**src/natpt_pkg.sv**
```systemverilog
// Package for the NAT port translation table: sizes, codes, payload and
// controller/datapath interface types. No dependencies.
`default_nettype none
package natpt_pkg;

   localparam int TABLE_ENTRIES = 64;
   localparam int SLOT_W        = $clog2(TABLE_ENTRIES);
   localparam int CNT_W         = $clog2(TABLE_ENTRIES + 1);

   // Direction codes.
   localparam logic OP_OUTBOUND = 1'b0;
   localparam logic OP_INBOUND  = 1'b1;

   // Protocol codes.
   localparam logic [1:0] PROTO_TCP   = 2'd0;
   localparam logic [1:0] PROTO_UDP   = 2'd1;
   localparam logic [1:0] PROTO_ICMP  = 2'd2;
   localparam logic [1:0] PROTO_OTHER = 2'd3;

   // Result status codes.
   localparam logic [1:0] STATUS_HIT  = 2'd0;
   localparam logic [1:0] STATUS_NEW  = 2'd1;
   localparam logic [1:0] STATUS_MISS = 2'd2;
   localparam logic [1:0] STATUS_FULL = 2'd3;

   // Register indexes.
   localparam int CSR_IDX_W = 3;
   localparam logic [CSR_IDX_W-1:0] CSR_PUBLIC_ADDR  = 3'd0;
   localparam logic [CSR_IDX_W-1:0] CSR_PORT_BASE    = 3'd1;
   localparam logic [CSR_IDX_W-1:0] CSR_TCP_TIMEOUT  = 3'd2;
   localparam logic [CSR_IDX_W-1:0] CSR_UDP_TIMEOUT  = 3'd3;
   localparam logic [CSR_IDX_W-1:0] CSR_ICMP_TIMEOUT = 3'd4;

   typedef struct packed {
      logic        opcode;
      logic [31:0] saddr;
      logic [31:0] daddr;
      logic [1:0]  proto;
      logic [15:0] sport;
      logic [15:0] dport;
      logic [31:0] now_seconds;
   } req_type;

   typedef struct packed {
      logic [1:0]  status;
      logic [31:0] out_saddr;
      logic [31:0] out_daddr;
      logic [15:0] out_sport;
      logic [15:0] out_dport;
   } rsp_type;

   typedef struct packed {
      logic [31:0] local_addr;
      logic [31:0] remote_addr;
      logic [15:0] local_port;
      logic [15:0] remote_port;
      logic [15:0] global_port;
      logic [1:0]  proto;
      logic [31:0] stamp;
   } entry_type;

   typedef enum logic [2:0] {
      ST_IDLE,
      ST_READ,
      ST_EVAL,
      ST_SEARCH,
      ST_FINISH
   } state_type;

   // Commands from the controller to the datapath.
   typedef struct packed {
      logic accept;
      logic start_walk;
      logic remove;
      logic advance;
      logic res_hit;
      logic res_full;
      logic start_search;
      logic search_step;
      logic insert;
      logic load_out;
   } cmd_type;

   // Status from the datapath to the controller.
   typedef struct packed {
      logic req_op;
      logic empty;
      logic op;
      logic expired;
      logic match;
      logic is_tail;
      logic full;
      logic slot_free;
      logic out_free;
   } stat_type;

endpackage
`default_nettype wire

```
**src/natpt_ctrl.sv**
```systemverilog
// Controller state machine: sequences the walk, the free-slot search and
// the result hand-off. Depends on natpt_pkg.
`default_nettype none
module natpt_ctrl
   import natpt_pkg::*;
(
   input  wire logic     clock,
   input  wire logic     reset,
   input  wire logic     req_valid,
   output logic          req_stall,
   input  wire stat_type stat,
   output cmd_type       cmd
);

   state_type state_ff, state_in;

   always_ff @(posedge clock) begin
      if (reset) begin
         state_ff <= ST_IDLE;
      end else begin
         state_ff <= state_in;
      end
   end

   // Next state.
   always_comb begin
      state_in = state_ff;
      unique case (state_ff)
         ST_IDLE: begin
            if (req_valid) begin
               if (!stat.empty)                  state_in = ST_READ;
               else if (stat.req_op == OP_INBOUND) state_in = ST_FINISH;
               else                              state_in = ST_SEARCH;
            end
         end
         ST_READ: state_in = ST_EVAL;
         ST_EVAL: begin
            if (!stat.expired && stat.match)      state_in = ST_FINISH;
            else if (!stat.is_tail)               state_in = ST_READ;
            else if (stat.op == OP_INBOUND || stat.full) state_in = ST_FINISH;
            else                                  state_in = ST_SEARCH;
         end
         ST_SEARCH: if (stat.slot_free) state_in = ST_FINISH;
         ST_FINISH: if (stat.out_free)  state_in = ST_IDLE;
         default:   state_in = ST_IDLE;
      endcase
   end

   // Outputs.
   always_comb begin
      cmd       = '0;
      req_stall = state_ff != ST_IDLE;
      unique case (state_ff)
         ST_IDLE: begin
            if (req_valid) begin
               cmd.accept       = 1'b1;
               cmd.start_walk   = !stat.empty;
               cmd.start_search = stat.empty && stat.req_op == OP_OUTBOUND;
            end
         end
         ST_READ: ;
         ST_EVAL: begin
            if (stat.expired) begin
               cmd.remove = 1'b1;
            end else if (stat.match) begin
               cmd.res_hit = 1'b1;
            end else begin
               cmd.advance = 1'b1;
            end
            if ((stat.expired || !stat.match) && stat.is_tail && stat.op == OP_OUTBOUND) begin
               cmd.res_full     = stat.full;
               cmd.start_search = !stat.full;
            end
         end
         ST_SEARCH: begin
            cmd.insert      = stat.slot_free;
            cmd.search_step = !stat.slot_free;
         end
         ST_FINISH: cmd.load_out = stat.out_free;
         default: ;
      endcase
   end

endmodule
`default_nettype wire

```
**config.mk**
```make
export PLATFORM = sky130hd
export DESIGN_NAME = natpt_ctrl
export DESIGN_NICKNAME = d
export VERILOG_FILES = /design/src/natpt_pkg.sv /design/src/natpt_ctrl.sv
export SDC_FILE = /design/constraint.sdc
export NUM_CORES = 1
export LEC_CHECK = 0
export ABC_CLOCK_PERIOD_IN_PS = 2690
export BUFFER_PORTS_ARGS = -buffer_cell sky130_fd_sc_hd__buf_2
export CORE_AREA = 3 3 40 42
export CTS_BUF_LIST = sky130_fd_sc_hd__clkbuf_2 sky130_fd_sc_hd__clkbuf_4 sky130_fd_sc_hd__clkbuf_8
export CTS_CLUSTER_SIZE = 40
export DETAILED_ROUTE_END_ITERATION = 7
export DIE_AREA = 0 0 43 45
export GPL_ROUTABILITY_DRIVEN = 0
export GPL_TIMING_DRIVEN = 1
export PLACE_DENSITY = 0.54
export REMOVE_ABC_BUFFERS = 1
export SLEW_MARGIN = 20
export SYNTH_ARGS = -nofsm -noshare
export SYNTH_HDL_FRONTEND = slang
export SYNTH_SLANG_ARGS = --single-unit
```
**constraint.sdc**
```tcl
create_clock -name clock -period 2.69 [get_ports clock]
set_clock_uncertainty 0.1 [all_clocks]
set_input_delay 0 -clock clock [delete_from_list [all_inputs] [get_ports clock]]
set_output_delay 0 -clock clock [all_outputs]
set_load 0.005 [all_outputs]
```
# Word-level counts from Yosys, hierarchy flattened
# Index checks and enable logic that the tools add are counted.
[word_totals] regBits=3 latchBits=0 ram_bits=0 rom_bits=0 input_bits=12 wordCells=45 mem_count=0
[op_classes] add_sub_neg=0 mul=0 div_mod_pow=0 order_cmp=0 n_eq_ne=7 shifts=0 n_mux=21 n_bitwise=2 reduce_logical=14
[op_table] op="$mux 3" count=8
[op_table] op="$pmux 3 s5" count=1
[op_table] op="$mux 2" count=5
[op_table] op="$eq 3x2->1 const B" count=2
[op_table] op="$ne 2x2->1 const B" count=3
[op_table] op="$logic_not 1->1" count=5
[op_table] op="$mux 1" count=5
[op_table] op="$logic_and 1x1->1" count=4
[op_table] op="$mux 4" count=1
[op_table] op="$eq 3x1->1 const B" count=1
[op_table] op="$eq 3x3->1 const B" count=1
[op_table] op="$logic_not 3->1" count=1
[op_table] op="$reduce_and 3->1" count=1
[op_table] op="$reduce_bool 3->1" count=1
[op_table] op="$logic_or 1x1->1" count=2
[op_table] op="$not 1->1" count=2
[op_table] op="$pmux 1 s2" count=1

# Longest topological paths before layout
[logic_depth] depth_word=6 ltp_mapped=5 mapped_depth_nobuf=4

# Least setup slack after synthesis
# OpenSTA, ideal clock, no wires.
[synth_path] path_kind="flip-flop to flip-flop" from="register state_ff[0]" to="register state_ff[2]" t_arrival_ns=1.065 path_slack_ns=1.433 stages_incl_launch_ff=5 path_buffers=1 synth_period_minus_slack_ns=1.257 cell_sequence="dfxtp_1 > buf_6 > nor3_1 > or4_4 > o32ai_1"
[synth_between] elab_chain_cells=3 elab_cells_between_ends=10 classes_between="eq/ne: 7; mux: 1; reduce/logical: 2"
[synth_lines] element="start, declared" line_no="natpt_ctrl.sv:15" source="state_type state_ff, state_in;"
[synth_lines] element="start signal, assigned" line_no="natpt_ctrl.sv:21" source="state_ff <= state_in;"
[synth_lines] element="$eq 3x2->1, or another cell as far along" line_no="natpt_ctrl.sv:28" source="unique case (state_ff)"
[synth_lines] element="$ne 2x2->1 (no source line)"
[synth_lines] element="$reduce_and 3->1 (no source line)"
# Parallel ways exist; a longest one is shown, timed or not.
# A chain may end at the register's enable or synchronous reset.

# Final worst setup path
# Ends and elaborated chain as after synthesis.

==> impl_metrics.yaml <==
critical_path:
  worst-path-buf-inv: 1
  crit_arrival_ns: 2.07
  slowest_delay_ns: 0.58
  path_class: "reg -> reg"
  crit_path_start_kind: "register"
  critical_path.endpoint_type: "register"
  cp_slowest_cell: "dlygate4sd3_1"
  crit_chain: "nor3_1, or4_4, o32ai_1, dlygate4sd3_1"
  cp_data_required_time_ns: 2.76
  cpLargestDelayFamily: "simple AND/OR/NAND/NOR gates"
  worstSetupPathDepth: 4
  r2r_start: "state_ff[0]"
  reg2reg_depth: 4
  critPathMaxFanout: 9
  r2r_end: "state_ff[2]"
  r2r_setup_slack_ns: 0.69
drt:
  drtIter0Drc: 4
  drtPass1Iterations: 2
  drt-total-wl_um: 844
  drc: 0
  wl_per_cell_um: 9.93
  postRouteAntennaNets: 0
  vias_per_cell: 4.62
  vias: 393
hold_path:
  hold_path_depth: 4
  min_from: "stat[1]"
  timing.hold.worst.class: "in -> reg"
  holdPathEnd: "state_ff[1]"
pwr:
  net-switching-power_mw: 0.0735
  p_comb_frac: 0.340
  p_int_mw: 0.159
  power_frac_clock: 0.379
  powerDensity_nw_per_um2: 485
  cellLeakagePower_nw: 0.251
  netSwitchingFraction: 0.316
  power_frac_seq: 0.281
  ir_drop_mv: 0.290
  finalPower_mw: 0.232
timing:
  slew_headroom: 0.757
  final.min_clock_period_ns: 2.00
  setup_slack_ns: 0.693
  drv_slew: 0
  report.final.hold_viol_count: 0
  rsz0062_at_grt: "no"
  worst_slew_pin_slew_ns: 0.361
  hold_ws_ns: 0.0196
  setup_violations: 0
  fmax_ghz: 0.501
  setup_tns_ns: 0
  fin_crit_sh: 0.742
grt:
  grt_pass1_vias: 351
  grt_util_all_layers: 0.101
  grt_max_degree: 10
  grt.overflow.total: 0
  grt_pass1_wl_um: 1410
  antenna_found_initial: 0
synth:
  yosys.area_share.simple: 0.502
  synth_top_family_by_area: "simple AND/OR/NAND/NOR gates"
  synth_compound_area_frac: 0.174
  synth_xor_area_frac: 0
  ys_seq_area_frac: 0.185
  synth_cell_types: 22
  synthMuxAreaShare: 0
  postSynthCellCount: 44
  synth_fa_ha_area_frac: 0
  synth_area_um2: 324
  postSynthAreaPerCell_um2: 7.37
  ys.warnings.count: 0
  ys_seq_elements: 3
final_layout:
  stdcell_area_um2: 479
  reg_top3: "state_ff (3)"
  syn2layout_area_growth_pct: 47.9
  nets: 83
  drive_above_1_share: 0.429
  largest_reg_flops: 3
  top_register: "state_ff"
  insertedDiodeCount: 0
cts:
  htreeDepth: 1
  cts_buffers: 3
  cts-root-buf: "clkbuf_4"
  cts_buffer_depth: 2
  cts.sinks: 3
  cts_tree: "done"
  clock_latency_ns: 0.23
  postCtsSetupBuffers: 0
  cts.clk_slew.worst_paths_ns: 0.04
  cts_hold_buf: 3
  ctsResizeCount: 0
floorplan:
  die_x_um: 43
  pin_count: 23
  coreArea_um2: 1280
  chipHeight_um: 45
  start_util: 0.252
  die_area_um2: 1940
  num_rows: 13
place:
  place_area_um2: 419
  dp.final_hpwl_um: 664
  pre_cts_ws_ns: 1.24
  io_buffers: 22
outcome:
  status: "complete, no violations"
flow_run:
  maxCapViolations: 0
-- through the flow --
step	cells	utilization
floorplan	41	-
global placement	78	0.326
detailed placement	78	0.326
CTS	85	0.373
global route	85	0.373
finish	85	0.373
-- cells in the final DEF, fill, tap and decap left out, types with 2 or more instances in the layout --
cell            n
o21ai_1         2
dlygate4sd3_1   3
nor3_1          4
nand2b_1        3
buf_2          22
clkbuf_4        4
nand2_1         6
dfxtp_1         3
inv_1           3
nor2_1          6
-- Yosys cell counts --
master / instances / area (um2)
nand2_1: 6 / 22.5
nor2_1: 6 / 22.5
nor3_1: 4 / 20.0
buf_6: 3 / 33.8
dfxtp_1: 3 / 60.1
inv_1: 3 / 11.3
nand2b_1: 3 / 18.8
o21ai_1: 2 / 10.0
a221oi_1: 1 / 8.76
a32oi_1: 1 / 8.76
and2_2: 1 / 7.51
and3_1: 1 / 6.26
nand4b_2: 1 / 15.0
nor2b_1: 1 / 6.26
nor3b_1: 1 / 7.51
nor3b_4: 1 / 18.8
nor4_1: 1 / 6.26
o21ai_0: 1 / 5.00
o22a_1: 1 / 8.76
o22ai_1: 1 / 6.26
o32ai_1: 1 / 8.76
or4_4: 1 / 11.3
-- worst max-delay path by stage --
stage           startpoint           to  slack (ns)
6_report       state_ff[0]  state_ff[2]        0.69
5_1_grt        state_ff[0]  state_ff[2]        0.64
4_1_cts        state_ff[0]  state_ff[2]        0.72
3_5_place_dp   state_ff[0]  state_ff[2]        1.24
3_3_place_gp   state_ff[0]  state_ff[2]        1.25
2_1_floorplan  state_ff[0]  state_ff[2]        1.35
-- cells by family after synthesis --
kind of cell / after synthesis
and+or+nand+nor: 27
AOI/OAI and AO/OA: 8
buffers and inverters: 6
DFF: 3
-- cell type report --
class / instances / area, um2
clock buffer: 4 / 30.0
fill: 146 / 806
inverter: 3 / 11.3
multi-input combinational: 35 / 219
sequential: 3 / 60.1
tap: 15 / 18.8
timing repair buffer: 25 / 140
-- worst min-delay path, cell delays in order --
cell	delay [ns]
buf_2	0.10
nor3_1	0.05
nand2b_1	0.09
o21ai_1	0.06
-- power by group through the flow --
stage	combinational (mW)	sequential, mW	clock, mW
after global routing	0.0901	0.0666	0.0964
after floorplan	0.0458	0.0630	0
final	0.0791	0.0653	0.0880
after detailed placement	0.0750	0.0661	0
after global placement	0.0753	0.0658	0
after CTS	0.0798	0.0652	0.0910
-- layer usage --
layer	track usage	share of wire	up-vias
met2	0.147	0.44	17
li1	-	-	209
met5	0	0	-
met1	0.113	0.44	165
met3	0.0518	0.095	2
met4	0.0723	0.025	0
(Power assumes the default switching activity.)
